File: src/hdl/hsc_pkg.sv
`timescale 1ns / 1ps

package hsc_pkg;

    // Function codes of a request.
    localparam logic FUNC_ENCODE = 1'b0;
    localparam logic FUNC_DECODE = 1'b1;

    // Status codes of a result.
    localparam logic [1:0] STAT_CLEAN     = 2'd0;
    localparam logic [1:0] STAT_CORRECTED = 2'd1;
    localparam logic [1:0] STAT_RANGE     = 2'd2;

    // Configuration register indexes.
    localparam logic REG_DATA_LEN = 1'b0;

    localparam int WORD_W = 64;
    localparam int POS_W  = 6;
    localparam int PAR_W  = 3;

    // Code geometry derived from the data length register.
    typedef struct packed {
        logic [POS_W-1:0] d;  // data bits in use, clamped
        logic [PAR_W-1:0] r;  // parity bits
        logic [POS_W-1:0] n;  // codeword length
    } t_geom;

    typedef struct packed {
        logic [WORD_W-1:0] word;
        logic [1:0]        status;
        logic [POS_W-1:0]  syn;
    } t_result;

    // Smallest r with 2^r - r >= d + 1, for d in 1..57.
    function automatic logic [PAR_W-1:0] parity_count(input logic [POS_W-1:0] d);
        logic [PAR_W-1:0] r;
        if (d <= 6'd1) begin
            r = 3'd2;
        end else if (d <= 6'd4) begin
            r = 3'd3;
        end else if (d <= 6'd11) begin
            r = 3'd4;
        end else if (d <= 6'd26) begin
            r = 3'd5;
        end else begin
            r = 3'd6;
        end
        return r;
    endfunction

endpackage

File: src/hdl/hamming_sec_codec.sv
`timescale 1ns / 1ps
// Hamming single-error-correcting encoder and decoder.
// Requests enter on i_in_valid / o_in_stall with i_func (0 encode, 1 decode)
// and i_word_in; results leave on o_out_valid / i_out_stall. A request is
// taken at a clock edge where its valid is high and its stall is low.
// Encoding turns the low data_len bits of i_word_in into a codeword; decoding
// takes a codeword, corrects the bit named by the syndrome if it lies inside the codeword and returns the data.
// The data length register sits at APB byte address 0 and may only be written
// while no request is in flight.
// o_out_valid rises once a request has passed the input register and the
// result register: the input register feeds the XOR trees of the codec, which
// feed the result register, and a full, stalled result register holds it back.
// Throughput is one request per cycle while the receiver does not stall, set by
// the single pass through the codec logic between the two register stages.
// If the receiver stalls, the result register holds and the input register
// still takes one more request; o_in_stall rises only when both are full.
// Synchronous reset empties both stages and sets the data length to 4.
module hamming_sec_codec #(
    parameter int MAX_DATA_BITS = 57
) (
    input  logic        i_clk,
    input  logic        i_rst_n,
    input  logic        i_in_valid,
    output logic        o_in_stall,
    input  logic        i_func,
    input  logic [63:0] i_word_in,
    output logic        o_out_valid,
    input  logic        i_out_stall,
    output logic [63:0] o_word_out,
    output logic [1:0]  o_status,
    output logic [5:0]  o_error_position,
    output logic [2:0]  o_parity_count,
    input  logic        psel,
    input  logic        penable,
    input  logic        pwrite,
    input  logic [2:0]  paddr,
    input  logic [31:0] pwdata,
    output logic [31:0] prdata,
    output logic        pready
);

    hsc_pkg::t_geom   w_geom;
    hsc_pkg::t_result w_result;

    logic        r_s1_vld;
    logic        r_s1_func;
    logic [63:0] r_s1_word;
    logic        r_out_vld;
    logic [63:0] r_out_word;
    logic [1:0]  r_out_status;
    logic [5:0]  r_out_syn;
    logic [2:0]  r_out_par;
    logic        w_out_adv;
    logic        w_s1_adv;

    hsc_cfg #(
        .MAX_DATA_BITS(MAX_DATA_BITS)
    ) u_cfg (
        .i_clk   (i_clk),
        .i_rst_n (i_rst_n),
        .psel    (psel),
        .penable (penable),
        .pwrite  (pwrite),
        .paddr   (paddr),
        .pwdata  (pwdata),
        .prdata  (prdata),
        .pready  (pready),
        .o_geom  (w_geom)
    );

    hsc_core u_core (
        .i_func   (r_s1_func),
        .i_word   (r_s1_word),
        .i_geom   (w_geom),
        .o_result (w_result)
    );

    assign w_out_adv  = !r_out_vld || !i_out_stall;
    assign w_s1_adv   = !r_s1_vld || w_out_adv;
    assign o_in_stall = !w_s1_adv;

    always_ff @(posedge i_clk) begin
        if (!i_rst_n) begin
            r_s1_vld  <= 1'b0;
            r_out_vld <= 1'b0;
        end else begin
            if (w_s1_adv) begin
                r_s1_vld <= i_in_valid;
            end
            if (w_out_adv) begin
                r_out_vld <= r_s1_vld;
            end
        end
    end

    always_ff @(posedge i_clk) begin
        if (w_s1_adv && i_in_valid) begin
            r_s1_func <= i_func;
            r_s1_word <= i_word_in;
        end
        if (w_out_adv && r_s1_vld) begin
            r_out_word   <= w_result.word;
            r_out_status <= w_result.status;
            r_out_syn    <= w_result.syn;
            r_out_par    <= w_geom.r;
        end
    end

    assign o_out_valid      = r_out_vld;
    assign o_word_out       = r_out_word;
    assign o_status         = r_out_status;
    assign o_error_position = r_out_syn;
    assign o_parity_count   = r_out_par;

    a_clean_no_syn: assert property (@(posedge i_clk) disable iff (!i_rst_n)
        (o_out_valid && o_status == hsc_pkg::STAT_CLEAN) |-> (o_error_position == 6'd0))
        else $error("clean result carries a nonzero syndrome");

    a_err_has_syn: assert property (@(posedge i_clk) disable iff (!i_rst_n)
        (o_out_valid && o_status != hsc_pkg::STAT_CLEAN) |-> (o_error_position != 6'd0))
        else $error("error status without a syndrome");

    a_range_beyond_n: assert property (@(posedge i_clk) disable iff (!i_rst_n)
        (o_out_valid && o_status == hsc_pkg::STAT_RANGE) |-> (o_error_position > w_geom.n))
        else $error("out-of-range status for a syndrome inside the codeword");

endmodule

File: src/hdl/hsc_cfg.sv
`timescale 1ns / 1ps

module hsc_cfg #(
    parameter int MAX_DATA_BITS = 57
) (
    input  logic               i_clk,
    input  logic               i_rst_n,
    input  logic               psel,
    input  logic               penable,
    input  logic               pwrite,
    input  logic [2:0]         paddr,
    input  logic [31:0]        pwdata,
    output logic [31:0]        prdata,
    output logic               pready,
    output hsc_pkg::t_geom     o_geom
);

    logic [hsc_pkg::POS_W-1:0] r_data_len;
    logic [hsc_pkg::POS_W-1:0] w_d;
    logic                      w_wr;

    assign pready = 1'b1;
    assign w_wr   = psel && penable && pwrite && (paddr[2] == hsc_pkg::REG_DATA_LEN);

    always_ff @(posedge i_clk) begin
        if (!i_rst_n) begin
            r_data_len <= 6'd4;
        end else if (w_wr) begin
            r_data_len <= pwdata[hsc_pkg::POS_W-1:0];
        end
    end

    always_comb begin
        if (paddr[2] == hsc_pkg::REG_DATA_LEN) begin
            prdata = {26'd0, r_data_len};
        end else begin
            prdata = 32'd0;
        end
    end

    // A length of zero acts as one; anything above the maximum is clamped.
    always_comb begin
        if (r_data_len == 6'd0) begin
            w_d = 6'd1;
        end else if (r_data_len > 6'(MAX_DATA_BITS)) begin
            w_d = 6'(MAX_DATA_BITS);
        end else begin
            w_d = r_data_len;
        end
    end

    assign o_geom.d = w_d;
    assign o_geom.r = hsc_pkg::parity_count(w_d);
    assign o_geom.n = w_d + 6'(hsc_pkg::parity_count(w_d));

endmodule

File: src/hdl/hsc_core.sv
`timescale 1ns / 1ps

module hsc_core (
    input  logic                        i_func,
    input  logic [hsc_pkg::WORD_W-1:0]  i_word,
    input  hsc_pkg::t_geom              i_geom,
    output hsc_pkg::t_result            o_result
);

    // XOR of the 1-based positions of all set bits among the low 63 bits.
    function automatic logic [hsc_pkg::POS_W-1:0] pos_xor(input logic [63:0] w);
        logic [hsc_pkg::POS_W-1:0] s;
        s = '0;
        for (int p = 1; p < 64; p++) begin
            if (w[p-1]) begin
                s = s ^ 6'(p);
            end
        end
        return s;
    endfunction

    logic [63:0] w_dmask;
    logic [63:0] w_nmask;
    logic [63:0] w_enc;
    logic [63:0] w_dec;
    logic [63:0] w_cw;
    logic [63:0] w_din;
    logic [5:0]  w_enc_syn;
    logic [5:0]  w_dec_syn;
    logic [1:0]  w_status;

    assign w_dmask = (64'd1 << i_geom.d) - 64'd1;
    assign w_nmask = (64'd1 << i_geom.n) - 64'd1;
    assign w_din   = i_word & w_dmask;

    // Encode: scatter data bits to the non-power-of-two positions, then fill parity.
    always_comb begin
        int k;
        k     = 0;
        w_enc = '0;
        for (int p = 1; p < 64; p++) begin
            if ((p & (p - 1)) != 0) begin
                w_enc[p-1] = w_din[k];
                k++;
            end
        end
        w_enc_syn = pos_xor(w_enc);
        for (int j = 0; j < hsc_pkg::POS_W; j++) begin
            w_enc[(1 << j) - 1] = w_enc_syn[j];
        end
    end

    // Decode: syndrome, correct one bit if it lies inside the codeword, gather data.
    always_comb begin
        int k;
        w_cw      = i_word & w_nmask;
        w_dec_syn = pos_xor(w_cw);
        w_status  = hsc_pkg::STAT_CLEAN;
        if (w_dec_syn != 6'd0) begin
            if (w_dec_syn <= i_geom.n) begin
                w_cw     = w_cw ^ (64'd1 << (w_dec_syn - 6'd1));
                w_status = hsc_pkg::STAT_CORRECTED;
            end else begin
                w_status = hsc_pkg::STAT_RANGE;
            end
        end
        k     = 0;
        w_dec = '0;
        for (int p = 1; p < 64; p++) begin
            if ((p & (p - 1)) != 0) begin
                w_dec[k] = w_cw[p-1];
                k++;
            end
        end
    end

    always_comb begin
        if (i_func == hsc_pkg::FUNC_DECODE) begin
            o_result.word   = w_dec;
            o_result.status = w_status;
            o_result.syn    = w_dec_syn;
        end else begin
            o_result.word   = w_enc;
            o_result.status = hsc_pkg::STAT_CLEAN;
            o_result.syn    = 6'd0;
        end
    end

endmodule

File: config.mk
export PLATFORM = sky130hd
export DESIGN_NAME = hamming_sec_codec
export DESIGN_NICKNAME = d
export VERILOG_FILES = /design/src/hdl/hsc_pkg.sv /design/src/hdl/hamming_sec_codec.sv /design/src/hdl/hsc_cfg.sv /design/src/hdl/hsc_core.sv
export SDC_FILE = /design/constraint.sdc
export NUM_CORES = 1
export LEC_CHECK = 0
export BUFFER_PORTS_ARGS = -buffer_cell sky130_fd_sc_hd__buf_2
export CORE_UTILIZATION = 30
export DETAILED_ROUTE_END_ITERATION = 16
export PLACE_DENSITY = 0.47
export SYNTH_ARGS = -nofsm -noshare
export SYNTH_HDL_FRONTEND = slang
export SYNTH_SLANG_ARGS = --single-unit
File: constraint.sdc
create_clock -name i_clk -period 9 [get_ports i_clk]
set_input_delay 0 -clock i_clk [delete_from_list [all_inputs] [get_ports i_clk]]
set_output_delay 0 -clock i_clk [all_outputs]
set_load 0.01 [all_outputs]
After elaboration in Yosys (flattened, before gate mapping)
Index checks and enable logic that the tools add are counted.
{ "totals": {"reg_bits": 147, "input_bits": 107, "out_inout_bits": 110} }
{ "op_classes": {"addsub": 4, "magnitude_cmp": 6, "shift": 3, "mux": 132, "bitwise_logic": 122, "reduce_logical": 14} }
{ "op_table": {"columns": ["operator", "count"], "rows": [
  ["$mux 6", 66],
  ["$mux 5", 31],
  ["$mux 63", 2],
  ["$shl 1x6->63 const A", 2],
  ["$not 3->3", 40],
  ["$not 4->4", 30],
  ["$mux 65", 1],
  ["$and 63x63->63", 1],
  ["$sub 63x1->63 const B", 1],
  ["$xor 63x63->63", 1],
  ["$mux 4", 15],
  ["$not 5->5", 12],
  ["$not 2->2", 29],
  ["$and 57x57->57", 1],
  ["$shl 1x6->57 const A", 1],
  ["$sub 57x1->57 const B", 1],
  ["$mux 3", 10],
  ["$mux 2", 6],
  ["$not 6->6", 2],
  ["$add 6x3->6", 1],
  ["$gt 6x6->1 const B", 1],
  ["$le 6x1->1 const B", 1],
  ["$le 6x3->1 const B", 1],
  ["$le 6x4->1 const B", 1],
  ["other kinds (12)", 24]
]} }

Logic depth before layout (Yosys ltp)
Gate-level depths: netlist of the first run.
{ "logic_depth": {"ltp_word": 138, "depth_mapped": 42} }

By module
Synthesis of the first run repeated with hierarchy kept, for this count alone.
{ "unflattened": {"cells_unflattened": 1288, "area_unflattened_um2": 12598.3} }
{ "by_module_without_submodules": {"columns": ["mod", "n_inst", "cells_per_inst", "area_each_um2", "seq_area_each_um2"], "rows": [
  ["hsc_core", 1, 1038, 7495.9, 0.0],
  ["hamming_sec_codec", 1, 148, 4287.9, 4244.1],
  ["hsc_cfg", 1, 102, 814.5, 120.1]
]} }

Worst setup path after synthesis of the first run
Ideal clock, no wire load.
{ "synth_path": {"kind": "register to register", "startpoint": "register u_cfg.r_data_len[5] (netlist name)", "endpoint": "register r_out_word[4], in the netlist o_word_out[4], data pin", "setup_ns": 0.260, "arrival_time_ns": 8.561, "setup_slack_ns": 0.179, "stages_incl_launch_ff": 41, "n_path_buf": 8, "synth_period_minus_slack_ns": 8.821, "cell_sequence": "dfxtp_1 > buf_2 > clkbuf_1 > clkbuf_1 > or3_1 > clkbuf_1 > nor2_1 > a211o_1 > nor2_1 > o21ai_0 > ha_1 > buf_4 > xnor2_2 > inv_2 > buf_2 > nand2_1 > nor2_1 > nand2_1 > [... 5 more ...] > nand2_1 > o21a_1 > o21ai_0 > xnor2_1 > xnor3_1 > xnor2_1 > xnor2_1 > inv_2 > ha_1 > nand3_1 > or4_1 > a21o_1 > nand2_2 > a31o_2 > buf_6 > nand3_1 > xor2_1 > mux2_2"} }
{ "synth_lines": {"columns": ["item", "line", "text"], "rows": [
  ["start: declaration", "hsc_cfg.sv:18", "logic [hsc_pkg::POS_W-1:0] r_data_len;"],
  ["start signal: assignment", "hsc_cfg.sv:29", "r_data_len <= pwdata[hsc_pkg::POS_W-1:0];"],
  ["end signal: assignment", "hamming_sec_codec.sv:102", "r_out_word <= w_result.word;"],
  ["end: declaration", "hamming_sec_codec.sv:49", "logic [63:0] r_out_word;"]
]} }

==> key figures, run 1 <==
Run status
  • Status: completed

Detailed routing
  • Drt drc: 0
  • Vias per cell: 5.60
  • First drt pass iteration count: 6
  • DRT antenna net count: 0
  • Wirelength per Cell: 27.3 microns
  • DR iter-0 viols: 1704
  • Routed WL: 60900 microns
  • Via count: 12511

Placed design
  • PortBufs: 159
  • Hpwl dp: between 40000 and 50000 microns
  • Global placer's final weighted congestion: around 1.0
  • Post-placement cell area: approximately 0.014 sq mm

Synthesis
  • Synthesized flop and latch total: 146
  • Syn_area_per_cell: 8.97 sq um
  • Cell area after synthesis: between 0.01 and 0.015 sq mm
  • Yosys warns: 0
  • Syn Inst Count: 1430
  • Post-synth EDFFs: ~140
  • Post-synthesis async set-or-reset flop share: 0
  • Top-count cell post-synth: xnor2_1
  • Yosys top cell by area: edfxtp_1
  • Yosys top cell area share: 0.323
  • Register area share after synthesis: 0.336
  • Synth top area cells: edfxtp_1 (32%), xnor2_1 (13%), xor2_1 (4.4%), nand2_1 (4.0%), nand3_1 (3.9%)
  • Dominant synthesized flop cell: edfxtp_1
  • Number of library cell types mapped by synthesis: 97
  • Commonest cells post-synth: xnor2_1 (186), edfxtp_1 (138), nand2_1 (138)

GRT
  • Met3 Usage GRT: 0.0428
  • Total track usage: 0.281
  • Met1 Resource Use GR: 0.387
  • Met2 Use GR: 0.430
  • Largest net degree at the start of global routing: 72
  • Initial antenna violation count: 0
  • GRT overflow: 0
  • Gr busiest metal: met2
  • Vias in the first global route: 11859
  • First-pass GRT wire length: 86700 microns

Setup path
  • CP Launch Type: flop
  • Crit path DAT: 8.82 ns
  • Crit. Startpoint: u_cfg.r_data_len[1]
  • Crit path largest cell delay: 0.54 ns
  • Reg2reg setup slack: 0.41 ns
  • CP Capture Point: o_word_out[35]
  • Reg2Reg Depth: 32
  • Critical path buffers and inverters: 5
  • Critical R2R Launch: u_cfg.r_data_len[1]
  • Req. time, crit path: 9.23 ns
  • Worst R2R End: o_word_out[35]
  • Most used cell, CP: ha_1
  • Crit-path max FO: 59
  • Worst path top cell family by delay: compound AO/OA/AOI/OAI gates
  • Cell count along the critical path: 32
  • Crit. End Element: flop
  • Slowest CP cell: o41a_4
  • Kind of critical path: flop to flop

Power
  • Part of the power in the clock network: 0.180
  • PD cells: ~250 mW/mm^2
  • Sequential Power Share: 0.216
  • LEAKAGE: roughly 6 nW
  • Net Sw Power: 1.98 mW
  • Internal power: about 2 mW
  • Peak supply drop: 0.452 mV
  • Combinational Power Share: 0.604
  • Net Sw Frac: 0.495

Timing
  • Tmin final: between 8 and 9 ns
  • Slew HR: 0.182
  • Final period util: 0.955
  • Setup TNS: 0 ns
  • Clock skew: 0.0196 ns
  • Final hold violation count: 0
  • Worst Max-Slew Pin Slew: 1.21 ns
  • Final setup viols: 0
  • Max Transition Viols Final: 0
  • Fmax: approximately 120 MHz
  • RSZ-0062 raised after global routing: false

Cells and area
  • P&R area growth vs syn: 23.8%
  • Ratio of cells with drive above 1 in the final layout: 0.196
  • Design area: 0.0159 sq mm
  • Layout fillers: 4377
  • Layout Utilization: 0.378
  • Layout net count: 1801
  • Ant. Diodes: 0

Clocking
  • Root Driver: clkbuf_16
  • H-tree depth: 4
  • Post-CTS Setup Repair Bufs: 0
  • Clock Sinks: between 100 and 150
  • CTS tree: yes
  • Clock-pin slew on the worst setup and hold paths: roughly 0.06 ns
  • Cts bufs inserted: 17
  • Clock Tree Buf Depth: 2
  • Clk Latency, worst-skew pair: 0.48 ns

Floorplanning
  • Initial Util: 0.305
  • Die area: between 0.04 and 0.05 sq mm
  • I/O pin count: 217
  • Chip width: between 200 and 250 microns
  • Row Count: 75
  • Chip height: 209 microns
  • Core box area: 0.0420 sq mm

Run
  • MaxCap Viol Count: 0

Hold path
  • Hold Path Class: input pin to flop
-- power by group through the flow --
stage	logic [mW]	clock network [mW]	registers, mW
global placement	2.33	0	0.877
global route	2.56	0.770	0.865
floorplan	1.59	0	0.869
CTS	2.35	0.747	0.863
finish	2.41	0.717	0.863
detailed placement	2.31	0	0.877
-- flip-flops by register name (all words and copies together), names as in the netlist --
signal / cells
r_s1_vld: 1
o_parity_count: 3
o_out_valid: 1
o_status: 2
r_s1_func: 1
o_error_position: 6
r_s1_word: 63
o_word_out: 63
u_cfg.r_data_len: 6
-- worst min path at each step --
| stage | startpoint | to | slack [ns] | depth (start not counted) |
|---|---|---|---|---|
| 2_1_floorplan | paddr[2] | prdata[0] | 0.04 | 1 |
| 3_3_place_gp | i_word_in[42] | r_s1_word[42] | 0.18 | 1 |
| 3_5_place_dp | i_word_in[19] | r_s1_word[19] | 0.18 | 1 |
| 4_1_cts | i_word_in[42] | r_s1_word[42] | 0.18 | 2 |
| 5_1_grt | i_word_in[19] | r_s1_word[19] | 0.20 | 2 |
| 6_report | i_word_in[47] | r_s1_word[47] | 0.23 | 2 |
-- through the flow --
step                power, mW  setup WS [ns]  cells  hold WS (ns)
floorplan                2.46          0.179   1457        0.0429
global placement         3.21          0.469   2123         0.177
detailed placement       3.19          0.399   2123         0.178
CTS                      3.96          0.356   2236         0.179
global route             4.19         0.0397   2236         0.203
finish                   3.99          0.408   2236         0.226
-- layer usage --
layer  routed length (microns)  vias up
li1                          -     5604
met1                     26400     6054
met2                     26800      730
met3                      4910      123
met4                      2860        0
met5                         0        -
-- area by class of cell --
| cell class | instances | area (sq um) | share of cell area |
|---|---|---|---|
| multi-input cells | 1177 | 8030 | 0.505 |
| clock inverters | 13 | 151 | 0.00953 |
| flip-flops and latches | 146 | 4310 | 0.271 |
| well taps | 539 | 674 | 0.0425 |
| inverters | 24 | 90.1 | 0.00567 |
| repair buffers | 318 | 2200 | 0.139 |
| clock buffers | 19 | 433 | 0.0273 |
-- logic make-up (layout without fill, tap and decap cells) --
logic type	count (synthesis)	in the layout	synth area share
AO/OA/AOI/OAI	312	312	0.165
XOR/XNOR	276	276	0.213
adder cells (fa/ha/maj)	11	11	0.0112
buffers and inverters	134	374	0.0522
flip-flops	146	146	0.336
multiplexers	44	44	0.0359
other	2	29	0.000586
AND/OR/NAND/NOR	505	505	0.187
-- cells in the final DEF (no fill, tap or decap), drive strengths merged, types with 10 or more instances in the layout --
cell / Yosys / routed
dlygate4sd3: 0 / 81
xor2: 67 / 67
clkbuf: 56 / 19
xnor3: 16 / 16
o211ai: 17 / 17
a21oi: 65 / 65
conb: 2 / 29
a31oi: 12 / 12
a21o: 10 / 10
a211oi: 15 / 15
nand4: 15 / 15
nor2b: 19 / 19
and3: 14 / 14
mux2i: 38 / 38
inv: 23 / 29
nor3: 65 / 65
edfxtp: 138 / 138
nand2: 139 / 139
o21ai: 111 / 111
nand3: 99 / 99
nor2: 107 / 107
xnor2: 192 / 192
buf: 54 / 237
-- repair_timing --
action / in CTS / in global routing
resized for setup: 0 / 6
endpoints found under the hold margin: 75 / 0
hold buffers: 81 / 0
setup endpoints to repair: 0 / 49
(Power assumes the default switching activity.)
==> run 2, diff against run 1 <==
--- a/config.mk
+++ b/config.mk
@@ -6,9 +6,11 @@
 export NUM_CORES = 1
 export LEC_CHECK = 0
 export BUFFER_PORTS_ARGS = -buffer_cell sky130_fd_sc_hd__buf_2
+export CELL_PAD_IN_SITES_DETAIL_PLACEMENT = 1
+export CELL_PAD_IN_SITES_GLOBAL_PLACEMENT = 1
 export CORE_UTILIZATION = 30
 export DETAILED_ROUTE_END_ITERATION = 16
-export PLACE_DENSITY = 0.47
+export PLACE_DENSITY = 0.59
 export SYNTH_ARGS = -nofsm -noshare
 export SYNTH_HDL_FRONTEND = slang
 export SYNTH_SLANG_ARGS = --single-unit
==> run 2 against run 1 <==
  * Global-route usage increased by 1.8 points
  * Combinational power increased by 7%
  * Critical path type unchanged
  * Power increased by 5.9%
  * Largest cell class unchanged
  * Largest power group unchanged
  * Count of clock-buffer cells in the layout decreased by 2
  * Via count increased by 1.9%
  * Clock skew increased by 0.0067 ns
  * Critical endpoint is now o_word_out[29]
  * Worst setup slack got worse by 0.12 ns
==> key figures, run 2 (synthesized netlist as in run 1, its figures left out) <==
Placed design
  • Dpl ws: 0.119 ns (-0.280 ns)
  • Global placer's final weighted congestion: 1.01 (-1.4%)
  • PortBufs: 159 (unchanged)
  • Hpwl dp: 51200 microns (+5.3%)

GRT
  • Largest net degree at the start of global routing: 72 (unchanged)
  • Initial antenna violation count: 3 (+3)
  • Vias in the first global route: 12687 (+7.0%)
  • Total track usage: 0.299 (+0.0183)
  • GRT overflow: 0 (unchanged)
  • First-pass GRT wire length: 92000 microns (+6.1%)

Power
  • LEAKAGE: 6.08 nW (+1.6%)
  • PD cells: 263 mW/mm^2 (+4.8%)
  • Peak supply drop: 0.269 mV (-40%)
  • Total chip power: 4.23 mW (+5.9%)

Floorplanning
  • Chip width: 209 microns (unchanged)
  • Row Count: 75 (unchanged)
  • Core box area: 0.0420 sq mm (unchanged)
  • Initial Util: 0.305 (unchanged)
  • I/O pin count: 217 (unchanged)
  • Chip height: 209 microns (unchanged)
  • Die area: 0.0436 sq mm (unchanged)

Detailed routing
  • Via count: 12749 (+1.9%)
  • Wirelength per Cell: 28.9 microns (+6.2%)
  • First drt pass iteration count: 5 (-1)
  • Drt drc: 0 (unchanged)
  • DR iter-0 viols: 1536 (-9.9%)
  • DRT antenna net count: 0 (unchanged)
  • Routed WL: 65100 microns (+6.9%)
  • Vias per cell: 5.66 (+1.2%)

Clocking
  • Clock Tree Buf Depth: 2 (unchanged)
  • Post-CTS Setup Repair Bufs: 0 (unchanged)
  • H-tree depth: 4 (unchanged)
  • Clock-pin slew on the worst setup and hold paths: 0.08 ns (+0.02 ns)
  • CTS tree: yes
  • Clk Latency, worst-skew pair: 0.50 ns (+0.02 ns)
  • Root Driver: clkbuf_16
  • Clock Sinks: 146 (unchanged)
  • Cts bufs inserted: 17 (unchanged)

Run status
  • Status: completed

Setup path
  • CP Launch Type: flop
  • Crit. End Element: flop
  • Slowest CP cell: o41a_4
  • Crit-path max FO: 15 (-75%)
  • Reg2Reg Depth: 30 (-6.3%)
  • Most used cell, CP: buf_4
  • Worst path top cell family by delay: XOR/XNOR gates
  • Critical path buffers and inverters: 6 (+1)
  • Crit path DAT: 8.91 ns (+0.09 ns)
  • Crit path largest cell delay: 0.52 ns (-0.02 ns)
  • Req. time, crit path: 9.20 ns (-0.03 ns)
  • Reg2reg setup slack: 0.28 ns (-0.12 ns)
  • Worst R2R End: o_word_out[29]
  • Critical R2R Launch: u_cfg.r_data_len[3]
  • Kind of critical path: flop to flop

Hold path
  • Hold Crit Endpoint: r_s1_word[25]
  • Hold Path Class: input pin to flop
  • Hold Crit Start: i_word_in[25]
  • Hold path depth: 2 (unchanged)

Timing
  • Max Transition Viols Final: 0 (unchanged)
  • Slew HR: 0.282 (+0.101)
  • Setup WS post-layout: 0.283 ns (-0.125 ns)
  • Clock skew: 0.0263 ns (+0.00670 ns)
  • Worst Max-Slew Pin Slew: 1.08 ns (-0.138 ns)
  • Final period util: 0.969 (+0.0139)
  • Final setup viols: 0 (unchanged)
  • RSZ-0062 raised after global routing: false
  • Setup TNS: 0 ns (unchanged)
  • Tmin final: 8.72 ns (+0.125 ns)
  • Hold slack final: 0.208 ns (-0.0183 ns)
  • Final hold violation count: 0 (unchanged)
  • Fmax: 115 MHz (-1.4%)

Cells and area
  • Commonest cells after routing, fill and taps aside: xnor2_1 (184), buf_2 (159), nand2_1 (138), edfxtp_1 (138), nor2_1 (105)
  • Layout fillers: 4862 (+11%)
  • P&R area growth vs syn: 25.1%
  • Most common cell after layout, fill and taps aside: xnor2_1
  • Layout Utilization: 0.382 (+0.00390)
  • Ratio of cells with drive above 1 in the final layout: 0.210 (+0.0142)
  • Layout net count: 1816 (+0.83%)

Run
  • MaxCap Viol Count: 0 (unchanged)
run 2: layout make-up:
cell class / count / area (sq um) / share of cell area
Multi-Input combinational cell: 1177 / 8030 / 0.500
Sequential cell: 146 / 4310 / 0.268
Timing Repair Buffer: 333 / 2350 / 0.146
Tap cell: 539 / 674 / 0.0420
Clock buffer: 17 / 425 / 0.0265
Clock inverter: 14 / 176 / 0.0110
Inverter: 24 / 90.1 / 0.00561
Antenna cell: 1 / 2.50 / 0.000156
run 2: where the power goes:
part	switching [mW]	total [mW]	internal [mW]
clock network	0.329	0.767	0.438
logic	1.72	2.59	0.879
registers	0.0485	0.867	0.818
total	2.09	4.23	2.14
run 2: worst max path at each step:
stage                              startpoint              to  slack (ns)  depth (start not counted)
after floorplan           u_cfg.r_data_len[5]   o_word_out[4]        0.18                         40
after detailed placement  u_cfg.r_data_len[3]  o_word_out[38]        0.12                         32
after global routing      u_cfg.r_data_len[3]   o_word_out[4]        0.03                         37
after global placement    u_cfg.r_data_len[3]  o_word_out[38]        0.25                         32
after CTS                 u_cfg.r_data_len[3]  o_word_out[38]        0.08                         32
final                     u_cfg.r_data_len[3]  o_word_out[29]        0.28                         30
run 2: repair_timing:
| action | CTS | global route |
|---|---|---|
| resized for setup | 0 | 13 |
| hold endpoints to repair | 75 | 0 |
| hold buffers | 80 | 0 |
| setup endpoints to repair | 0 | 59 |
run 2: per-layer routing:
| metal | global-route usage | vias up | wire length [microns] |
|---|---|---|---|
| met5 | 0 | - | 0 |
| met4 | 0.122 | 0 | 2390 |
| met3 | 0.0529 | 98 | 5110 |
| met2 | 0.462 | 627 | 29200 |
| met1 | 0.411 | 6395 | 28400 |
| li1 | - | 5629 | - |
run 2: per-stage QoR:
step,instance area (sq um),cells
5_1_grt,16000,2250
4_1_cts,16000,2249
6_report,16000,2251
3_5_place_dp,14600,2138
2_1_floorplan,12900,1457
3_3_place_gp,14600,2138
run 2: worst register-to-register path: cells and delay by family, from the launching register on:
kind            cells  cell delay (ns)
mux                 1             0.17
flops               1             0.37
buf+inv             6             1.08
fa+ha+maj           2             0.60
compound gates      7             2.32
simple gates        7             1.36
xor+xnor            7             2.54
==> run 3, diff against run 2 <==
--- a/config.mk
+++ b/config.mk
@@ -11,6 +11,7 @@
 export CORE_UTILIZATION = 30
 export DETAILED_ROUTE_END_ITERATION = 16
 export PLACE_DENSITY = 0.59
+export REMOVE_ABC_BUFFERS = 1
 export SYNTH_ARGS = -nofsm -noshare
 export SYNTH_HDL_FRONTEND = slang
 export SYNTH_SLANG_ARGS = --single-unit
==> run 3 against run 2 <==
  * Final cell count increased by 0.36%
  * Via count decreased by 1.8%
  * Largest cell class unchanged
  * Wire length decreased by 4.3%
  * Worst setup slack improved by 0.18 ns
  * Power decreased by 2.6%
  * Critical path type unchanged
  * Sequential share of layout area decreased by 0.099 points
==> key figures, run 3 (synthesized netlist as in run 1, its figures left out) <==
Setup path
  • Reg2Reg Depth: 35 (+17%)
  • Crit. End Element: flop
  • Crit path largest cell delay: 0.55 ns (+0.03 ns)
  • Slowest CP cell: o41a_4
  • Kind of critical path: flop to flop
  • CP Launch Type: flop
  • Req. time, crit path: 9.18 ns (-0.02 ns)
  • Crit path DAT: 8.72 ns (-0.19 ns)
  • Crit-path max FO: 55 (+40)

Placed design
  • PortBufs: 159 (unchanged)
  • Post-placement cell area: 0.0146 sq mm (+0.50%)
  • Placed cells: 2146 (+0.37%)
  • Global placer's final weighted congestion: 1.00 (-0.82%)
  • Hpwl dp: 50000 microns (-2.3%)

GRT
  • Initial antenna violation count: 0 (-3)
  • GRT overflow: 0 (unchanged)
  • Vias in the first global route: 12368 (-2.5%)
  • Total track usage: 0.289 (-0.0106)
  • First-pass GRT wire length: 88700 microns (-3.6%)
  • Largest net degree at the start of global routing: 68 (-5.6%)

Cells and area
  • Layout net count: 1825 (+0.50%)
  • Most common cell after layout, fill and taps aside: xnor2_1
  • Design area: 0.0161 sq mm (+0.43%)
  • Finished Layout Cells: 2259 (+0.36%)
  • Commonest cells after routing, fill and taps aside: xnor2_1 (185), buf_2 (159), nand2_1 (138), edfxtp_1 (138), nor2_1 (104)
  • P&R area growth vs syn: 25.7%
  • Ant. Diodes: 0 (-1)
  • Ratio of cells with drive above 1 in the final layout: 0.211 (+0.000643)

Power
  • Net Sw Power: 1.98 mW (-5.3%)
  • PD cells: 255 mW/mm^2 (-3.1%)
  • LEAKAGE: 6.13 nW (+0.81%)
  • Sequential Power Share: 0.209 (+0.004)
  • Internal power: 2.13 mW (about the same)
  • Part of the power in the clock network: 0.184 (+0.003)
  • Combinational Power Share: 0.607 (-0.007)
  • Peak supply drop: 0.326 mV (+21%)
  • Net Sw Frac: 0.482 (-0.0134)

Clocking
  • H-tree depth: 4 (unchanged)
  • Clock Sinks: 146 (unchanged)
  • Clock-pin slew on the worst setup and hold paths: 0.06 ns (-0.02 ns)
  • Cts bufs inserted: 17 (unchanged)
  • Clock Tree Buf Depth: 2 (unchanged)
  • CTS tree: yes
  • Root Driver: clkbuf_16
  • Clk Latency, worst-skew pair: 0.49 ns (about the same)

Detailed routing
  • Wirelength per Cell: 27.6 microns (-4.7%)
  • Vias per cell: 5.54 (-2.1%)
  • Via count: 12524 (-1.8%)
  • First drt pass iteration count: 5 (unchanged)
  • DRT antenna net count: 0 (unchanged)
  • DR iter-0 viols: 1079 (-30%)
  • Routed WL: 62300 microns (-4.3%)
  • Drt drc: 0 (unchanged)

Floorplanning
  • Row Count: 75 (unchanged)
  • Chip width: 209 microns (unchanged)
  • Die area: 0.0436 sq mm (unchanged)
  • Chip height: 209 microns (unchanged)
  • I/O pin count: 217 (unchanged)
  • Core box area: 0.0420 sq mm (unchanged)
  • Initial Util: 0.305 (unchanged)

Timing
  • Clock skew: 0.0125 ns (-0.0138 ns)
  • Final hold violation count: 0 (unchanged)
  • Final setup viols: 0 (unchanged)
  • Fmax: 117 MHz (+2.1%)
  • Tmin final: 8.54 ns (-0.181 ns)
  • Worst Max-Slew Pin Slew: 1.29 ns (+0.214 ns)
  • Final period util: 0.948 (-0.0201)
  • Max Transition Viols Final: 0 (unchanged)
  • Slew HR: 0.131 (-0.152)
  • Hold slack final: 0.215 ns (+0.00689 ns)

Run status
  • Status: completed

Hold path
  • Hold path depth: 2 (unchanged)
  • Hold Path Class: input pin to flop

Run
  • MaxCap Viol Count: 0 (unchanged)
## run 3: per-layer routing
metal	global-route usage	vias up	wire length, microns
met5	0	-	0
met4	0.133	0	2760
met3	0.0555	93	4250
met2	0.454	536	28500
met1	0.381	6233	26800
li1	-	5662	-
## run 3: cell type report
cell class | count | area, sq um
inverter | 24 | 90.1
clock inverter | 13 | 184
tap | 539 | 674
fill | 4926 | 25900
timing repair buffer | 342 | 2420
sequential | 146 | 4310
clock buffer | 18 | 429
multi-input combinational | 1177 | 8010
## run 3: power groups by stage
stage	registers (mW)	clock network [mW]	logic (mW)
6_report	0.861	0.756	2.50
5_1_grt	0.863	0.802	2.64
4_1_cts	0.861	0.784	2.46
3_5_place_dp	0.875	0	2.42
3_3_place_gp	0.875	0	2.40
2_1_floorplan	0.875	0	1.47
## run 3: critical path: cells and delay by family, from the launching register on
family	cells	cell delay [ns]
buf+inv	7	1.13
mux	1	0.08
flops	1	0.40
xor+xnor	6	1.44
compound gates	8	2.00
simple gates	9	1.82
fa+ha+maj	4	1.34
## run 3: worst paths after layout
kind	startpoint	endpoint	slack, ns
worst max register to register	u_cfg.r_data_len[1]	o_word_out[38]	0.46
worst max-delay path	u_cfg.r_data_len[1]	o_word_out[38]	0.46
worst min register to register	r_s1_vld	o_parity_count[1]	0.70
worst min-delay path	i_word_in[16]	r_s1_word[16]	0.21
## run 3: stage by stage
stage / total power, mW / worst slack, ns / TNS, ns / util
6_report: 4.12 / 0.464 / 0 / 0.383
5_1_grt: 4.31 / -0.00738 / -0.00738 / 0.383
4_1_cts: 4.10 / 0.0614 / 0 / 0.382
3_5_place_dp: 3.29 / 0.126 / 0 / 0.348
3_3_place_gp: 3.27 / 0.181 / 0 / 0.348
2_1_floorplan: 2.35 / -2.12 / -115.85 / -
## run 3: repair_timing
action / 4_1_cts / 5_1_grt
endpoints found under the setup margin: 0 / 57
hold buffers: 81 / 0
gates resized for setup: 0 / 13
endpoints found under the hold margin: 79 / 0
setup buffers: 0 / 1
